File: src/kwc_pkg.sv
`timescale 1ns / 1ps
// ----------------------------------------------------------------------------
// kwc_pkg - shared types, constants and helpers for the keyed word checksum
// Holds the operation codes, the fold control struct and the constant-divisor
// remainder helpers used by the top level.
// ----------------------------------------------------------------------------
package kwc_pkg;

   localparam int WORD_W   = 32;
   localparam int KEY_W    = 16;
   localparam int INDEX_W  = 4;
   localparam int PHASE_W  = 2;
   localparam int SHAMT_W  = 4;   // word mod 11 lies in 0..10
   localparam int SCR_W    = 5;   // index + 3 lies in 3..18

   localparam int SEED_SHIFT    = 9;
   localparam int SHIFT_MOD     = 11;
   localparam int SCRAMBLE_BASE = 3;

   // Reciprocal of 11 for values up to 1026: q = (x * 745) >> 13
   localparam int MOD11_RECIP  = 745;
   localparam int MOD11_RSHIFT = 13;

   typedef enum logic [PHASE_W-1:0] {
      OP_XOR       = 2'd0,
      OP_ADD       = 2'd1,
      OP_SHIFT_XOR = 2'd2
   } op_type;

   typedef struct packed {
      op_type               op;
      logic [INDEX_W-1:0]   index;
   } fold_ctl_type;

   // Remainder of a 32-bit word by 11. Uses 2^10 mod 11 == 1 to fold the
   // word into 10-bit chunks, then a reciprocal multiply on the small value.
   function automatic logic [SHAMT_W-1:0] word_mod11(input logic [WORD_W-1:0] w);
      logic [11:0] c;
      logic [10:0] d;
      logic [20:0] p;
      logic [6:0]  q;
      logic [10:0] r;
      c = 12'(w[9:0]) + 12'(w[19:10]) + 12'(w[29:20]) + 12'(w[31:30]);
      d = 11'(c[9:0]) + 11'(c[11:10]);
      p = 21'(d) * 21'(MOD11_RECIP);
      q = p[MOD11_RSHIFT +: 7];
      r = d - 11'(q) * 11'(SHIFT_MOD);
      return r[SHAMT_W-1:0];
   endfunction

   // Remainder of a 16-bit key by 3, using 4 mod 3 == 1.
   function automatic logic [PHASE_W-1:0] key_mod3(input logic [KEY_W-1:0] k);
      logic [4:0] s;
      logic [2:0] t;
      logic [2:0] u;
      s = '0;
      for (int i = 0; i < KEY_W / 2; i++) begin
         s = s + 5'(k[2*i +: 2]);
      end
      t = 3'(s[1:0]) + 3'(s[3:2]) + 3'(s[4]);
      u = 3'(t[1:0]) + 3'(t[2]);
      if (u >= 3'd3) begin
         u = u - 3'd3;
      end
      return u[PHASE_W-1:0];
   endfunction

   function automatic logic [WORD_W-1:0] seed_of(input logic [KEY_W-1:0] k);
      return WORD_W'(k) << SEED_SHIFT;
   endfunction

endpackage

File: src/keyed_word_checksum.sv
`timescale 1ns / 1ps
// ----------------------------------------------------------------------------
// keyed_word_checksum - keyed 32-bit checksum over a word stream
// Folds message words into a keyed accumulator and emits the checksum on the
// transaction marked last.
// ----------------------------------------------------------------------------
// The block takes one request transaction per clock while req_ready is high
// and returns one response transaction for every request marked last. Each
// request passes an input stage (where word mod 11 is precomputed) and is
// folded into the accumulator as it leaves; a last one also fills the response
// register, so it waits while that register is full. The word rate is set by
// the accumulator loop through the fold logic. A request with word_valid low
// is ignored, or with last set only marks the end of the message (for an
// empty message the checksum is key << 9). Writing the key restarts the
// message in progress; write it only while no transaction is in flight.
// ----------------------------------------------------------------------------
module keyed_word_checksum (
   input  logic                        clock,
   input  logic                        reset,
   // request channel
   input  logic                        req_valid,
   output logic                        req_ready,
   input  logic [kwc_pkg::WORD_W-1:0]  req_word,
   input  logic                        req_word_valid,
   input  logic                        req_last,
   // response channel
   output logic                        rsp_valid,
   input  logic                        rsp_ready,
   output logic [kwc_pkg::WORD_W-1:0]  rsp_checksum,
   // key register
   input  logic                        csr_we,
   input  logic [kwc_pkg::KEY_W-1:0]   csr_wdata
);

   // Input stage
   logic                         s1_valid_ff,  s1_valid_in;
   logic [kwc_pkg::WORD_W-1:0]   s1_word_ff;
   logic                         s1_wvalid_ff;
   logic                         s1_last_ff;
   logic [kwc_pkg::SHAMT_W-1:0]  s1_shamt_ff;

   // Checksum state
   logic [kwc_pkg::KEY_W-1:0]    key_ff,   key_in;
   logic [kwc_pkg::WORD_W-1:0]   acc_ff,   acc_in;
   logic [kwc_pkg::PHASE_W-1:0]  phase_ff, phase_in;
   logic [kwc_pkg::INDEX_W-1:0]  index_ff, index_in;

   // Response register
   logic                         rsp_valid_ff, rsp_valid_in;
   logic [kwc_pkg::WORD_W-1:0]   rsp_sum_ff;

   logic                         req_fire;
   logic                         s1_advance;
   logic [kwc_pkg::WORD_W-1:0]   fold_acc;
   logic [kwc_pkg::WORD_W-1:0]   acc_step;
   kwc_pkg::fold_ctl_type        fold_ctl;

   // A last transaction may leave the input stage only when the response
   // register is free or being emptied in this cycle.
   assign s1_advance = s1_valid_ff && (!s1_last_ff || !rsp_valid_ff || rsp_ready);
   assign req_ready  = !s1_valid_ff || s1_advance;
   assign req_fire   = req_valid && req_ready;

   always_comb begin
      s1_valid_in = s1_valid_ff;
      if (req_fire) begin
         s1_valid_in = 1'b1;
      end else if (s1_advance) begin
         s1_valid_in = 1'b0;
      end
   end

   // Map phase to operation; phase 3 is never held and falls to XOR.
   always_comb begin
      unique case (phase_ff)
         2'd1:    fold_ctl.op = kwc_pkg::OP_ADD;
         2'd2:    fold_ctl.op = kwc_pkg::OP_SHIFT_XOR;
         default: fold_ctl.op = kwc_pkg::OP_XOR;
      endcase
      fold_ctl.index = index_ff;
   end

   kwc_fold u_fold (
      .acc      (acc_ff),
      .word     (s1_word_ff),
      .shamt    (s1_shamt_ff),
      .key      (key_ff),
      .ctl      (fold_ctl),
      .acc_next (fold_acc)
   );

   // Accumulator after this transaction's word, if it carries one
   assign acc_step = s1_wvalid_ff ? fold_acc : acc_ff;

   always_comb begin
      key_in   = key_ff;
      acc_in   = acc_ff;
      phase_in = phase_ff;
      index_in = index_ff;
      if (csr_we) begin
         // New key: restart the message from its seed
         key_in   = csr_wdata;
         acc_in   = kwc_pkg::seed_of(csr_wdata);
         phase_in = kwc_pkg::key_mod3(csr_wdata);
         index_in = '0;
      end else if (s1_advance) begin
         if (s1_last_ff) begin
            acc_in   = kwc_pkg::seed_of(key_ff);
            phase_in = kwc_pkg::key_mod3(key_ff);
            index_in = '0;
         end else if (s1_wvalid_ff) begin
            acc_in   = fold_acc;
            phase_in = (phase_ff >= 2'd2) ? 2'd0 : phase_ff + 2'd1;
            index_in = index_ff + 1'b1;
         end
      end
   end

   always_comb begin
      rsp_valid_in = rsp_valid_ff;
      if (s1_advance && s1_last_ff) begin
         rsp_valid_in = 1'b1;
      end else if (rsp_ready) begin
         rsp_valid_in = 1'b0;
      end
   end

   // Control state
   always_ff @(posedge clock) begin
      if (reset) begin
         s1_valid_ff  <= 1'b0;
         rsp_valid_ff <= 1'b0;
         key_ff       <= '0;
         acc_ff       <= '0;
         phase_ff     <= '0;
         index_ff     <= '0;
      end else begin
         s1_valid_ff  <= s1_valid_in;
         rsp_valid_ff <= rsp_valid_in;
         key_ff       <= key_in;
         acc_ff       <= acc_in;
         phase_ff     <= phase_in;
         index_ff     <= index_in;
      end
   end

   // Payload: hold until the next transaction is taken
   always_ff @(posedge clock) begin
      if (req_fire) begin
         s1_word_ff   <= req_word;
         s1_wvalid_ff <= req_word_valid;
         s1_last_ff   <= req_last;
         s1_shamt_ff  <= kwc_pkg::word_mod11(req_word);
      end
      if (s1_advance && s1_last_ff) begin
         rsp_sum_ff <= acc_step;
      end
   end

   assign rsp_valid    = rsp_valid_ff;
   assign rsp_checksum = rsp_sum_ff;

   // A stalled input transaction is never dropped
   a_s1_hold: assert property (@(posedge clock) disable iff (reset)
      s1_valid_ff && !s1_advance |=> s1_valid_ff)
      else $error("input stage transaction lost while stalled");

   // A last transaction leaving the input stage fills the response register
   a_rsp_fill: assert property (@(posedge clock) disable iff (reset)
      s1_advance && s1_last_ff |=> rsp_valid_ff)
      else $error("last transaction produced no response");

   // A key write restarts the accumulator at its seed
   a_key_seed: assert property (@(posedge clock) disable iff (reset)
      csr_we |=> acc_ff == kwc_pkg::seed_of($past(csr_wdata)) && index_ff == '0)
      else $error("key write did not restart the checksum");

   // Each folded non-last word advances the word index by one
   a_index_step: assert property (@(posedge clock) disable iff (reset)
      s1_advance && s1_wvalid_ff && !s1_last_ff && !csr_we
      |=> index_ff == $past(index_ff) + 1'b1)
      else $error("word index did not advance");

   // The operation phase never holds the unused code
   a_phase_range: assert property (@(posedge clock) disable iff (reset)
      phase_ff != 2'd3)
      else $error("operation phase out of range");

endmodule

File: src/kwc_fold.sv
`timescale 1ns / 1ps
// ----------------------------------------------------------------------------
// kwc_fold - one word fold of the keyed checksum
// Applies the phase-selected operation to the accumulator and then the
// index-dependent scramble.
// ----------------------------------------------------------------------------
module kwc_fold (
   input  logic [kwc_pkg::WORD_W-1:0]  acc,
   input  logic [kwc_pkg::WORD_W-1:0]  word,
   input  logic [kwc_pkg::SHAMT_W-1:0] shamt,
   input  logic [kwc_pkg::KEY_W-1:0]   key,
   input  kwc_pkg::fold_ctl_type       ctl,
   output logic [kwc_pkg::WORD_W-1:0]  acc_next
);

   logic [kwc_pkg::WORD_W-1:0] op_res;
   logic [kwc_pkg::WORD_W-1:0] mix_sum;
   logic [kwc_pkg::SCR_W-1:0]  scr_sh;

   always_comb begin
      case (ctl.op)
         kwc_pkg::OP_ADD:       op_res = acc + word;
         kwc_pkg::OP_SHIFT_XOR: op_res = (acc << shamt) ^ word;
         default:               op_res = acc ^ word;
      endcase
   end

   assign scr_sh   = kwc_pkg::SCR_W'(ctl.index) + kwc_pkg::SCR_W'(kwc_pkg::SCRAMBLE_BASE);
   assign mix_sum  = op_res + kwc_pkg::WORD_W'(key);
   assign acc_next = op_res ^ (mix_sum >> scr_sh);

endmodule

File: config.mk
export PLATFORM = sky130hd
export DESIGN_NAME = keyed_word_checksum
export DESIGN_NICKNAME = d
export VERILOG_FILES = /design/src/kwc_pkg.sv /design/src/keyed_word_checksum.sv /design/src/kwc_fold.sv
export SDC_FILE = /design/constraint.sdc
export NUM_CORES = 1
export LEC_CHECK = 0
export BUFFER_PORTS_ARGS = -buffer_cell sky130_fd_sc_hd__buf_2
export CAP_MARGIN = 10
export CORE_UTILIZATION = 37
export CTS_CLUSTER_DIAMETER = 200
export CTS_CLUSTER_SIZE = 40
export DETAILED_ROUTE_END_ITERATION = 16
export PLACE_DENSITY = 0.55
export SETUP_SLACK_MARGIN = 0.15
export SLEW_MARGIN = 20
export SYNTH_ARGS = -nofsm -noshare
export SYNTH_HDL_FRONTEND = slang
export SYNTH_HIERARCHICAL = 1
export SYNTH_SLANG_ARGS = --single-unit
File: constraint.sdc
create_clock -name clock -period 10.56 [get_ports clock]
set_input_delay 0.528 -clock clock [delete_from_list [all_inputs] [get_ports clock]]
set_output_delay 0.528 -clock clock [all_outputs]
set_load 0.03 [all_outputs]
==> impl_metrics.env <==
export IMPL_outcome="finished, final reports clean"
export IMPL_drtIter0Drc=1253
export IMPL_antenna_found_initial=0
export IMPL_cp_start_kind="input port"
export IMPL_period_needed_ns=9.88
export IMPL_synth_area_um2=16900
export IMPL_grt_pass1_wl_mm=88.5
export IMPL_reg2reg_depth=28
export IMPL_slowest_delay_ns=0.55
export IMPL_cts_tree="done"
export IMPL_cts_buffer_depth=2
export IMPL_timing_rr_start="s1_shamt_ff[1]"
export IMPL_fin_crit_sh_pct=93.6
export IMPL_synthArstFlopShare_pct=0
export IMPL_final_layout_size_suffix_gt1_share_pct=15.8
export IMPL_gp_congestion=0.930
export IMPL_die_h_um=216
export IMPL_remaining_drc_errors=0
export IMPL_critPathLaunch="req_word[21]"
export IMPL_endpoint_kind="flop"
export IMPL_start_util_pct=37.9
export IMPL_io_buffers=88
export IMPL_ys_flop_type="edfxtp_1"
export IMPL_grt_pass1_vias=14600
export IMPL_synth_fp_nets=2160
export IMPL_rows=77
export IMPL_cp_endpoint="s1_shamt_ff[3]"
export IMPL_grt_max_degree=54
export IMPL_cts_clk_slew_worst_paths_ns=0.06
export IMPL_track_usage_pct=24.9
export IMPL_dieArea_um2=46600
export IMPL_fin_setup_tns_ns=0
export IMPL_core_um2=44700
export IMPL_top_layer="met4"
export IMPL_maxCapViolCount=0
export IMPL_synth_seq_area_share_pct=19.0
export IMPL_synthToLayoutAreaGrowth_pct=9.32
export IMPL_wl_per_cell_um=22.6
export IMPL_hpwl_mm=45.9
export IMPL_dp_cells=2512
export IMPL_numCtsBuffers=17
export IMPL_yosysTopAreaCell="edfxtp_1"
export IMPL_postCtsHoldBufs=0
export IMPL_synth_distinct_cells=119
export IMPL_insertedDiodeCount=0
export IMPL_finalNonFillerCells=2545
export IMPL_crit_required_ns=10.78
export IMPL_skew_ns=0.0230
export IMPL_cts_sinks=126
export IMPL_h_tree_depth=4
export IMPL_crit_fanout=4
export IMPL_fin_ws_ns=0.676
export IMPL_syn_area_per_cell_um2=8.91
export IMPL_synthDominantCellAreaShare_pct=12.4
export IMPL_pre_cts_slack_ns=-0.0512
export IMPL_num_io_pins=89
export IMPL_hold_path_class="input port to flop"
export IMPL_fillers=4554
export IMPL_yosys_warnings=6
export IMPL_worst_pin_slew_ns=1.04
export IMPL_cp_slowest_cell="fa_1"
export IMPL_die_x_um=216
export IMPL_worst_r2r_setup_slack_ns=2.42
export IMPL_cts_root_buf="clkbuf_16"
export IMPL_max_clock_freq_mhz=101
export IMPL_setup_viol=0
export IMPL_met3WireLength_mm=4.23
export IMPL_via_count=15100
export IMPL_finalHoldViolCount=0
export IMPL_fin_nets=2201
export IMPL_slew_violations=0
export IMPL_rsz0062_at_grt="no"
export IMPL_yosys_register_bits=126
export IMPL_synth_area_top_cells="edfxtp_1, ha_1, fa_1, dfxtp_1, mux2i_1"
export IMPL_netlist_instances=1899
export IMPL_worstSkewPairLatency_ns=0.49
export IMPL_crit_type="input port to flop"
export IMPL_avgViaCountPerCell=5.92
export IMPL_maxSlewHeadroom_pct=30.1
export IMPL_crit_arrival_ns=10.10
export IMPL_timing_hold_ws_ns=0.229
export IMPL_wirelength_mm=57.4
export IMPL_synth_edf_count=70
export IMPL_worstReg2RegEnd="acc_ff[14]"
export IMPL_firstDrtPassIters=5
export IMPL_met1Wirelength_mm=25.6
export IMPL_ant_nets=0
export IMPL_wl_met2_mm=25.3
export IMPL_grt_overflow_total=0
==> layer usage <==
layer / up-vias / global-route usage, %
met3: 102 / 4.89
met2: 627 / 37.8
li1: 7032 / -
met1: 7312 / 34.2
met4: 0 / 11.0
met5: - / 0
==> cell families after synthesis <==
kind of cell,after synthesis,share of synthesized area [%]
simple gates,520,15.3
buf+inv,252,6.44
mux,172,13.1
flops,126,19.0
fa+ha+maj,208,18.4
compound gates,476,19.8
xor+xnor,145,7.85
==> layout make-up <==
class | instances | area, µm² | area share (%)
Clock inverter | 14 | 133 | 0.717
Sequential cell | 126 | 3220 | 17.4
Timing Repair Buffer | 121 | 701 | 3.79
Tap cell | 592 | 741 | 4.00
Multi-Input combinational cell | 1521 | 12700 | 68.5
Inverter | 153 | 574 | 3.10
Clock buffer | 18 | 450 | 2.43
==> worst max-delay path, delay by kind of cell <==
family	cells	cell delay [ns]
buf+inv	9	0.56
mux	1	0.17
fa+ha+maj	14	5.58
simple gates	8	1.29
xor+xnor	2	0.22
compound gates	9	1.73
==> worst min path at each step <==
| stage | startpoint | to | slack [ns] | depth (start not counted) |
|---|---|---|---|---|
| 6_report | req_last | s1_last_ff | 0.23 | 1 |
| 5_1_grt | req_word_valid | s1_wvalid_ff | 0.22 | 1 |
| 4_1_cts | req_last | s1_last_ff | 0.19 | 1 |
| 3_5_place_dp | key_ff[12] | key_ff[12] | 0.57 | 2 |
| 3_3_place_gp | key_ff[12] | key_ff[12] | 0.56 | 2 |
| 2_1_floorplan | index_ff[3] | index_ff[3] | 0.48 | 2 |
==> flip-flops by register name (all words and copies together) (netlist names) <==
name	flops
key_ff	16
index_ff	4
s1_valid_ff	1
s1_word_ff	32
acc_ff	32
s1_wvalid_ff	1
rsp_valid	1
s1_last_ff	1
phase_ff	2
rsp_checksum	32
s1_shamt_ff	4
==> cell usage after synthesis, types with 12 or more instances <==
| library cell | count |
|---|---|
| o21ai_0 | 63 |
| nand3_1 | 26 |
| and2_1 | 13 |
| xor2_1 | 60 |
| nor2_1 | 156 |
| inv_1 | 151 |
| dfxtp_1 | 56 |
| o21a_1 | 14 |
| a21o_1 | 29 |
| a21oi_1 | 138 |
| edfxtp_1 | 70 |
| a211oi_1 | 44 |
| fa_1 | 68 |
| nand2b_1 | 15 |
| nand2_1 | 157 |
| ha_1 | 138 |
| nand4_1 | 23 |
| buf_2 | 12 |
| mux2i_1 | 88 |
| nor2b_1 | 15 |
| clkbuf_1 | 58 |
| a22oi_1 | 24 |
| mux4_2 | 30 |
| buf_1 | 14 |
| xnor2_1 | 79 |
| and3_1 | 22 |
| nor3_1 | 24 |
| mux2_2 | 50 |
| or3_1 | 13 |
==> repair_timing <==
action	CTS	global route
endpoints found under the setup margin	0	1
gates resized for setup	0	6
buffers inserted	0	0
==> stage by stage <==
stage / utilization [%] / instance area, µm²
after CTS: 41.3 / 18400
after global placement: 39.9 / 17900
after detailed placement: 39.9 / 17900
after global routing: 41.4 / 18500
after floorplan: - / 16900
final: 41.4 / 18500
==> layout by cell type, fill, tap and decap left out, types with 8 or more instances in the layout <==
master,count
nand2_1,156
nor2_1,155
inv_1,151
ha_1,137
a21oi_1,136
mux2i_1,88
buf_2,88
xnor2_1,78
edfxtp_1,70
fa_1,68
o21ai_0,63
xor2_1,60
dfxtp_1,55
mux2_2,50
a211oi_1,43
buf_4,32
mux4_2,30
a21o_1,29
nand3_1,26
a22oi_1,24
nor3_1,24
nand4_1,23
and3_1,22
clkbuf_16,18
nand2b_1,15
nor2b_1,14
o21a_1,14
and2_1,13
or3_1,13
o22ai_1,11
o31ai_1,11
a31oi_1,10
o211ai_1,10
a2111oi_0,8
or2_2,8
a211o_1,8
Power is not shown: default switching activity piles up to over one toggle a cycle in this logic, so the estimate is an artifact.
